$ cat src/sv/ddcm_pkg.sv
// Shared types and constants for the dual deque card mover.
// No dependencies; imported by every module of the block.
package ddcm_pkg;

  localparam int CARD_W     = 6;
  localparam int DECK_DEPTH = 32;
  localparam int IDX_W      = $clog2(DECK_DEPTH);
  localparam int FILL_W     = $clog2(DECK_DEPTH + 1);
  localparam int MAX_CARDS  = 16;
  localparam int SIZE_W     = 5;
  localparam int RESTART_MAX = (MAX_CARDS < DECK_DEPTH / 2) ? MAX_CARDS : DECK_DEPTH / 2;
  localparam logic [SIZE_W-1:0] SIZE_RESET = SIZE_W'(8);

  localparam int FROM_RIGHT_BIT  = 3;
  localparam int FROM_BOTTOM_BIT = 2;
  localparam int TO_RIGHT_BIT    = 1;
  localparam int TO_BOTTOM_BIT   = 0;

  typedef enum logic [1:0] {
    ACT_MOVE    = 2'd0,
    ACT_RESTART = 2'd1,
    ACT_DUMP    = 2'd2,
    ACT_NONE    = 2'd3
  } action_t;

  typedef enum logic [1:0] {
    C_HOLD = 2'd0,
    C_NEXT = 2'd1,
    C_PREV = 2'd2,
    C_LOAD = 2'd3
  } cell_op_t;

  typedef enum logic [2:0] {
    DK_HOLD     = 3'd0,
    DK_POP_TOP  = 3'd1,
    DK_POP_BOT  = 3'd2,
    DK_PUSH_TOP = 3'd3,
    DK_PUSH_BOT = 3'd4,
    DK_ROTATE   = 3'd5,
    DK_RESTART  = 3'd6
  } deck_op_t;

  typedef struct packed {
    deck_op_t          op;
    logic [CARD_W-1:0] card;
  } deck_cmd_t;

  typedef enum logic [2:0] {
    S_IDLE = 3'b001,
    S_PUSH = 3'b010,
    S_DUMP = 3'b100
  } state_t;

  function automatic logic [FILL_W-1:0] restart_count(input logic [SIZE_W-1:0] size);
    logic [FILL_W-1:0] n;
    n = FILL_W'(size);
    if (n > FILL_W'(RESTART_MAX)) begin
      n = FILL_W'(RESTART_MAX);
    end
    return n;
  endfunction

endpackage

$ cat src/sv/dual_deque_card_mover.sv
// Top level: two card decks built as cell chains, and the action sequencer.
// Depends on ddcm_pkg and ddcm_deck.
// A move pops the source card, then pushes it to the destination; restart and no-op answer from
// idle; a dump enters its dump state, then streams one card per cycle. busy stays high while a move
// or dump is in progress, and no new word is taken while busy; a dump of F cards streams F results.
// Reset: synchronous, active low; both decks empty, deck size 8. Results cannot stall.
module dual_deque_card_mover import ddcm_pkg::*; (
  input  logic                     clk,
  input  logic                     rst_n,
  input  logic                     start,
  output logic                     busy,
  input  logic [1:0]               in_action,
  input  logic [3:0]               in_move_code,
  input  logic                     in_deck_select,
  input  logic                     cfg_we,
  input  logic [SIZE_W-1:0]        cfg_wdata,
  output logic                     out_valid,
  output logic signed [CARD_W-1:0] out_card,
  output logic                     out_moved,
  output logic [FILL_W-1:0]        out_left_count,
  output logic [FILL_W-1:0]        out_right_count,
  output logic                     out_last
);

  state_t            state_r, state_nxt;
  logic [SIZE_W-1:0] size_r;
  logic [CARD_W-1:0] card_r, card_nxt;
  logic              dst_right_r, dst_right_nxt;
  logic              dst_bot_r, dst_bot_nxt;
  logic              sel_r, sel_nxt;
  logic [IDX_W-1:0]  cnt_r, cnt_nxt;

  logic              emit;
  logic [CARD_W-1:0] emit_card;
  logic              emit_moved;
  logic              emit_last;

  logic              valid_r;
  logic [CARD_W-1:0] ocard_r;
  logic              omoved_r;
  logic [FILL_W-1:0] olcnt_r, orcnt_r;
  logic              olast_r;

  deck_cmd_t         lcmd, rcmd;
  logic [CARD_W-1:0] l_top, l_bot, r_top, r_bot;
  logic [FILL_W-1:0] l_fill, l_fill_nxt, r_fill, r_fill_nxt;
  logic [FILL_W-1:0] size_n;

  logic              src_r, src_b, dst_r, dst_b;
  logic              null_code, full_dst;
  logic [FILL_W-1:0] src_fill, dst_fill, sel_fill;
  action_t           act;

  assign size_n = restart_count(size_r);
  assign act    = action_t'(in_action);
  assign src_r  = in_move_code[FROM_RIGHT_BIT];
  assign src_b  = in_move_code[FROM_BOTTOM_BIT];
  assign dst_r  = in_move_code[TO_RIGHT_BIT];
  assign dst_b  = in_move_code[TO_BOTTOM_BIT];
  assign null_code = (src_r == dst_r) && (src_b == dst_b);
  assign src_fill  = src_r ? r_fill : l_fill;
  assign dst_fill  = dst_r ? r_fill : l_fill;
  assign full_dst  = (src_r != dst_r) && (dst_fill >= FILL_W'(DECK_DEPTH));
  assign sel_fill  = sel_r ? r_fill : l_fill;

  always_comb begin
    state_nxt     = state_r;
    card_nxt      = card_r;
    dst_right_nxt = dst_right_r;
    dst_bot_nxt   = dst_bot_r;
    sel_nxt       = sel_r;
    cnt_nxt       = cnt_r;
    lcmd          = '{op: DK_HOLD, card: card_r};
    rcmd          = '{op: DK_HOLD, card: card_r};
    emit          = 1'b0;
    emit_card     = '0;
    emit_moved    = 1'b0;
    emit_last     = 1'b1;
    unique case (state_r)
      S_IDLE: begin
        if (start) begin
          priority case (act)
            ACT_MOVE: begin
              if (!null_code && (src_fill != '0) && !full_dst) begin
                card_nxt      = src_b ? (src_r ? r_bot : l_bot) : (src_r ? r_top : l_top);
                dst_right_nxt = dst_r;
                dst_bot_nxt   = dst_b;
                if (src_r) begin
                  rcmd.op = src_b ? DK_POP_BOT : DK_POP_TOP;
                end else begin
                  lcmd.op = src_b ? DK_POP_BOT : DK_POP_TOP;
                end
                state_nxt = S_PUSH;
              end else begin
                emit = 1'b1;
              end
            end
            ACT_RESTART: begin
              lcmd.op = DK_RESTART;
              rcmd.op = DK_RESTART;
              emit    = 1'b1;
            end
            ACT_DUMP: begin
              if ((in_deck_select ? r_fill : l_fill) == '0) begin
                emit = 1'b1;
              end else begin
                sel_nxt   = in_deck_select;
                cnt_nxt   = '0;
                state_nxt = S_DUMP;
              end
            end
            default: emit = 1'b1;
          endcase
        end
      end
      S_PUSH: begin
        if (dst_right_r) begin
          rcmd.op = dst_bot_r ? DK_PUSH_BOT : DK_PUSH_TOP;
        end else begin
          lcmd.op = dst_bot_r ? DK_PUSH_BOT : DK_PUSH_TOP;
        end
        emit       = 1'b1;
        emit_card  = card_r;
        emit_moved = 1'b1;
        state_nxt  = S_IDLE;
      end
      S_DUMP: begin
        if (sel_r) begin
          rcmd.op = DK_ROTATE;
        end else begin
          lcmd.op = DK_ROTATE;
        end
        emit      = 1'b1;
        emit_card = sel_r ? r_top : l_top;
        emit_last = ({1'b0, cnt_r} + FILL_W'(1)) == sel_fill;
        cnt_nxt   = cnt_r + IDX_W'(1);
        if (emit_last) begin
          state_nxt = S_IDLE;
        end
      end
      default: state_nxt = S_IDLE;
    endcase
  end

  ddcm_deck u_left (
    .clk      (clk),
    .rst_n    (rst_n),
    .cmd      (lcmd),
    .size_n   (size_n),
    .is_right (1'b0),
    .top_card (l_top),
    .bot_card (l_bot),
    .fill     (l_fill),
    .fill_nxt (l_fill_nxt)
  );

  ddcm_deck u_right (
    .clk      (clk),
    .rst_n    (rst_n),
    .cmd      (rcmd),
    .size_n   (size_n),
    .is_right (1'b1),
    .top_card (r_top),
    .bot_card (r_bot),
    .fill     (r_fill),
    .fill_nxt (r_fill_nxt)
  );

  always_ff @(posedge clk) begin
    if (!rst_n) begin
      state_r <= S_IDLE;
      size_r  <= SIZE_RESET;
      valid_r <= 1'b0;
    end else begin
      state_r <= state_nxt;
      valid_r <= emit;
      if (cfg_we) begin
        size_r <= cfg_wdata;
      end
    end
  end

  always_ff @(posedge clk) begin
    card_r      <= card_nxt;
    dst_right_r <= dst_right_nxt;
    dst_bot_r   <= dst_bot_nxt;
    sel_r       <= sel_nxt;
    cnt_r       <= cnt_nxt;
    ocard_r     <= emit_card;
    omoved_r    <= emit_moved;
    olcnt_r     <= l_fill_nxt;
    orcnt_r     <= r_fill_nxt;
    olast_r     <= emit_last;
  end

  assign busy            = (state_r != S_IDLE);
  assign out_valid       = valid_r;
  assign out_card        = ocard_r;
  assign out_moved       = omoved_r;
  assign out_left_count  = olcnt_r;
  assign out_right_count = orcnt_r;
  assign out_last        = olast_r;

endmodule

$ cat src/sv/ddcm_cell.sv
// One card slot of a deck chain: holds a card, or takes it from a neighbor or a load value.
// Depends on ddcm_pkg.
module ddcm_cell import ddcm_pkg::*; (
  input  logic              clk,
  input  cell_op_t          op,
  input  logic [CARD_W-1:0] prev_q,
  input  logic [CARD_W-1:0] next_q,
  input  logic [CARD_W-1:0] load_val,
  output logic [CARD_W-1:0] q
);

  logic [CARD_W-1:0] card_r;
  logic [CARD_W-1:0] card_nxt;

  always_comb begin
    unique case (op)
      C_HOLD: card_nxt = card_r;
      C_NEXT: card_nxt = next_q;
      C_PREV: card_nxt = prev_q;
      C_LOAD: card_nxt = load_val;
      default: card_nxt = card_r;
    endcase
  end

  always_ff @(posedge clk) begin
    card_r <= card_nxt;
  end

  assign q = card_r;

endmodule

$ cat src/sv/ddcm_deck.sv
// One deck: a row of card cells, top at slot 0, with its fill counter.
// Depends on ddcm_pkg and ddcm_cell.
module ddcm_deck import ddcm_pkg::*; (
  input  logic              clk,
  input  logic              rst_n,
  input  deck_cmd_t         cmd,
  input  logic [FILL_W-1:0] size_n,
  input  logic              is_right,
  output logic [CARD_W-1:0] top_card,
  output logic [CARD_W-1:0] bot_card,
  output logic [FILL_W-1:0] fill,
  output logic [FILL_W-1:0] fill_nxt
);

  logic [CARD_W-1:0] q [DECK_DEPTH];
  logic [FILL_W-1:0] fill_r;
  logic [FILL_W-1:0] bot_pos;

  genvar i;
  generate
    for (i = 0; i < DECK_DEPTH; i++) begin : g_cell
      localparam logic [FILL_W-1:0] POS  = FILL_W'(i);
      localparam logic [FILL_W-1:0] POS1 = FILL_W'(i + 1);
      localparam logic [CARD_W-1:0] UP   = CARD_W'(i + 1);
      cell_op_t          cop;
      logic [CARD_W-1:0] lval;
      logic [CARD_W-1:0] prev_q;
      logic [CARD_W-1:0] next_q;

      assign prev_q = (i == 0) ? q[0] : q[(i == 0) ? 0 : i - 1];
      assign next_q = (i == DECK_DEPTH - 1) ? q[0] : q[(i == DECK_DEPTH - 1) ? 0 : i + 1];

      always_comb begin
        cop  = C_HOLD;
        lval = cmd.card;
        unique case (cmd.op)
          DK_POP_TOP: cop = C_NEXT;
          DK_PUSH_TOP: cop = (i == 0) ? C_LOAD : C_PREV;
          DK_PUSH_BOT: cop = (fill_r == POS) ? C_LOAD : C_HOLD;
          DK_ROTATE: begin
            if (POS1 == fill_r) begin
              cop  = C_LOAD;
              lval = q[0];
            end else if (POS1 < fill_r) begin
              cop = C_NEXT;
            end
          end
          DK_RESTART: begin
            cop  = C_LOAD;
            lval = is_right ? (CARD_W'(0) - UP) : UP;
          end
          default: cop = C_HOLD;
        endcase
      end

      ddcm_cell u_cell (
        .clk      (clk),
        .op       (cop),
        .prev_q   (prev_q),
        .next_q   (next_q),
        .load_val (lval),
        .q        (q[i])
      );
    end
  endgenerate

  always_comb begin
    unique case (cmd.op)
      DK_POP_TOP, DK_POP_BOT:   fill_nxt = fill_r - FILL_W'(1);
      DK_PUSH_TOP, DK_PUSH_BOT: fill_nxt = fill_r + FILL_W'(1);
      DK_RESTART:               fill_nxt = size_n;
      default:                  fill_nxt = fill_r;
    endcase
  end

  always_ff @(posedge clk) begin
    if (!rst_n) begin
      fill_r <= '0;
    end else begin
      fill_r <= fill_nxt;
    end
  end

  assign bot_pos  = fill_r - FILL_W'(1);
  assign top_card = q[0];
  assign bot_card = q[bot_pos[IDX_W-1:0]];
  assign fill     = fill_r;

endmodule

$ cat config.mk
export PLATFORM = sky130hd
export DESIGN_NAME = dual_deque_card_mover
export DESIGN_NICKNAME = d
export VERILOG_FILES = /design/src/sv/ddcm_pkg.sv /design/src/sv/dual_deque_card_mover.sv /design/src/sv/ddcm_cell.sv /design/src/sv/ddcm_deck.sv
export SDC_FILE = /design/constraint.sdc
export NUM_CORES = 2
export LEC_CHECK = 0
export BUFFER_PORTS_ARGS = -buffer_cell sky130_fd_sc_hd__buf_2
export CAP_MARGIN = 20
export CORE_MARGIN = 2
export CORE_UTILIZATION = 34
export DETAILED_ROUTE_END_ITERATION = 12
export GPL_ROUTABILITY_DRIVEN = 0
export PLACE_DENSITY_LB_ADDON = 0.25
export SLEW_MARGIN = 20
export SYNTH_ARGS = -nofsm -noshare
export SYNTH_HDL_FRONTEND = slang
export SYNTH_HIERARCHICAL = 1
export SYNTH_SLANG_ARGS = --single-unit
$ cat constraint.sdc
create_clock -name clk -period 7.4 [get_ports clk]
set_input_delay 0.74 -clock clk [delete_from_list [all_inputs] [get_ports clk]]
set_output_delay 0.74 -clock clk [all_outputs]
set_load 0.005 [all_outputs]
==> Implementation_results.wiki <==
{| class="wikitable"
! Metric !! Value
|-
| Outcome || complete, no violations
|-
| Worst-margin pin slew || 1400 ps
|-
| Via count of the first global-routing pass || 31,373
|-
| Beginning of the worst hold path || cfg_wdata[3]
|-
| Violation count after the first detailed-routing iteration || 4,180
|-
| Fraction of layout cells with a size suffix above 1 || 0.148
|-
| Clock tree buffer depth || 3
|-
| Mean instance size in the synthesized netlist || 9.31 um^2
|-
| Buffers & Inverters on Critical Path || 3
|-
| Accumulated negative setup slack || 0 ps
|-
| Width of the chip || 336 um
|-
| Sequential cell area fraction in the yosys report || 0.340
|-
| Clk slew on worst S/H paths || 60 ps
|-
| Critical path data required time || 7720 ps
|-
| Fmax || 0.199 GHz
|-
| Number of vias in the routed layout || 33,053
|-
| Cell area power density || 216 nW/um^2
|-
| Net count reported at finish || 3,879
|-
| Number of max-slew violations in the final report || 0
|-
| Total of warnings raised by yosys || 6
|-
| Cell Rows || 121
|-
| Max-Cap Viols || 0
|-
| Critical Path Start Type || flop
|-
| Critical path peak fanout || 56
|-
| Netlist cell types || 98
|-
| Number of hold buffers added after CTS || 0
|-
| DR DRC count || 0
|-
| Number of antenna violations at the first check in global routing || 6
|-
| Height of the die || 336 um
|-
| Start point of the critical path || u_left/fill[5]
|-
| P&R area growth vs syn || 7.23%
|-
| Antenna-violating nets left || 0
|-
| Library cell contributing the largest single delay on the critical path || dfxtp_1
|-
| Post-CTS Setup Bufs || 0
|-
| Post-route clock period utilization || 0.680
|-
| Worst relative slew slack || 0.0438
|-
| Worst Setup Path Type || flop to flop
|-
| Number of gates resized after CTS || 0
|-
| Average wire per cell in the routed design || 25.6 um
|-
| Worst clock skew || 30.3 ps
|-
| R2R setup slack || 2370 ps
|-
| Clk sinks || 439
|-
| Number of top-level design ports || 38
|-
| Total of flip-flops plus latches after synthesis || 439
|-
| Number of diodes || 0
|-
| Slowest stage delay, CP || 920 ps
|-
| Hold crit path type || primary input to flop
|-
| CP delay by family, top || buffers and inverters
|-
| First-pass iteration count of the detailed router || 6
|-
| R2r startpoint || u_left/fill[5]
|-
| Mapped Area || 37,500 um^2
|-
| Routed Wire Length || 137,000 um
|-
| Commonest register cell after synthesis || edfxtp_1
|-
| Clock period minus worst slack || 5030 ps
|-
| Wire length of the first global-routing pass || 206,000 um
|-
| Unrepaired setup endpoints after global routing || false
|-
| Avg Vias per Cell || 6.16
|-
| Setup-failing EPs final || 0
|-
| Root Driver || clkbuf_16
|-
| Static power due to leakage || 0.0138 uW
|-
| CTS tree || done
|-
| GRT Util Overall || 0.235
|-
| Area of the die || 113,000 um^2
|-
| Cell area reported after detailed placement || 38,400 um^2
|-
| Worst endpoint data arrival time || 5350 ps
|-
| Largest voltage drop on the vdd net || 169 uV
|-
| Global-route congestion overflow total || 0
|-
| Crit path cell chain || nor2_1 -> a21oi_1 -> a22o_1 -> nand3b_1 -> o311ai_2 -> buf_4 -> inv_1 -> buf_4 -> nor3_1 -> a21oi_1 -> o211ai_1 -> or2_2
|-
| Final cell area excluding filler cells || 40,200 um^2
|-
| Later-pin clock latency in the skew report || 640 ps
|-
| Instance count of the mapped netlist || 4,028
|-
| IO buf count || 37
|-
| Floorplan Core Area || 109,000 um^2
|-
| Post-synth ARST share || 0
|-
| Cts bufs inserted || 52
|-
| Type of element capturing the critical path || flop
|-
| DP Wirelength || 92,800 um
|-
| CTS H-tree lvls || 2
|-
| Initial cell density of the core || 0.344
|-
| Maximum number of pins on one net before global-route repair || 130
|-
| Post-synth EDFFs || 398
|-
| Final Hold Vio Count || 0
|}
final timing paths:
path | to | depth (start not counted)
worst max-delay path | u_right/g_cell[16].u_cell/q[4] | 12
worst min-delay path | size_r[3] | 3
worst max register to register | u_right/g_cell[16].u_cell/q[4] | 12
worst min register to register | size_r[3] | 2
synthesized netlist by cell type, types with 71 or more instances:
library cell | n | area [um^2]
mux2i_1 | 690 | 6910
o21ai_0 | 502 | 2510
a21oi_1 | 469 | 2350
nor2_1 | 452 | 1700
edfxtp_1 | 398 | 12000
clkbuf_1 | 206 | 773
nand2_1 | 129 | 484
mux4_2 | 102 | 2300
nand3_1 | 98 | 490
buf_4 | 80 | 601
buf_6 | 79 | 890
buf_2 | 71 | 355
registers in the layout, indices dropped and copies added, names as in the netlist:
register and cells:
card_r 6, cnt_r 5, dst_bot_r 1, dst_right_r 1, out_card 6, out_last 1
out_left_count 6, out_moved 1, out_right_count 6, out_valid 1, sel_r 1, size_r 5
state_r 3, u_left/fill 6, u_left/g_cell.u_cell/q 192, u_right/fill 6, u_right/g_cell.u_cell/q 192
routing by layer:
layer	track usage	wire (um)	vias to the layer above	part of all wire
li1	-	-	14722	-
met1	0.344	61000	16410	0.44
met2	0.350	59300	1699	0.43
met3	0.0428	13300	222	0.097
met4	0.0696	3810	0	0.028
met5	0	0	-	0
metrics by stage:
stage               setup slack, ps  hold slack [ps]   util  cells  total power, uW
finish                         2370              335  0.369   5368             8690
global route                   2120              348  0.369   5368             8940
CTS                            2460              316  0.368   5366             8630
detailed placement             2340              480  0.352   5271             5910
global placement               2500              469  0.351   5266             5860
floorplan                      3580              433      -   4035             4940
power breakdown:
| group | internal, uW | leakage, uW | switching [uW] |
|---|---|---|---|
| Combinational | 1060 | 0.00902 | 1920 |
| Clock | 1600 | 0.000873 | 1130 |
| Sequential | 2860 | 0.00394 | 127 |
| Total | 5520 | 0.0138 | 3170 |
cell usage in the layout, fill, tap and decap left out, drive strengths merged, types with 14 or more instances in the layout:
master | Yosys | layout
a21oi | 473 | 473
a221o | 24 | 24
a22o | 40 | 40
a22oi | 61 | 61
and2 | 16 | 16
and3 | 25 | 25
buf | 256 | 226
clkbuf | 208 | 74
clkinv | 1 | 14
dfxtp | 41 | 41
edfxtp | 398 | 398
inv | 23 | 27
mux2 | 14 | 14
mux2i | 690 | 690
mux4 | 102 | 102
nand2 | 129 | 129
nand2b | 26 | 26
nand3 | 103 | 103
nor2 | 480 | 480
nor2b | 32 | 32
nor3 | 26 | 26
o21ai | 548 | 548
o2bb2ai | 17 | 17
or2 | 72 | 72
worst register-to-register path: stages, from the launching register on:
cell and delay, ps:
dfxtp_1 920, nor2_1 120, a21oi_1 170, a22o_1 210, nand3b_1 190, o311ai_2 310
buf_4 570, inv_1 570, buf_4 360, nor3_1 220, a21oi_1 70, o211ai_1 670
or2_2 330
area by class of cell:
cell class | instances | area, um^2
Fill cell | 10999 | 68900
Multi-Input combinational cell | 3108 | 22100
Sequential cell | 439 | 12800
Tap cell | 1476 | 1850
Timing Repair Buffer | 226 | 1680
Clock buffer | 74 | 1590
Clock inverter | 21 | 180
Inverter | 24 | 90.1
kinds of logic after synthesis:
| kind of cell | after synthesis | synth area share |
|---|---|---|
| other | 2 | 0.000200 |
| flip-flops | 439 | 0.340 |
| buffers and inverters | 488 | 0.0752 |
| multiplexers | 806 | 0.250 |
| adder cells (fa/ha/maj) | 12 | 0.00400 |
| AND/OR/NAND/NOR | 962 | 0.125 |
| AO/OA/AOI/OAI | 1301 | 0.200 |
| XOR/XNOR | 18 | 0.00514 |
Power figures use the tool's default switching activity.
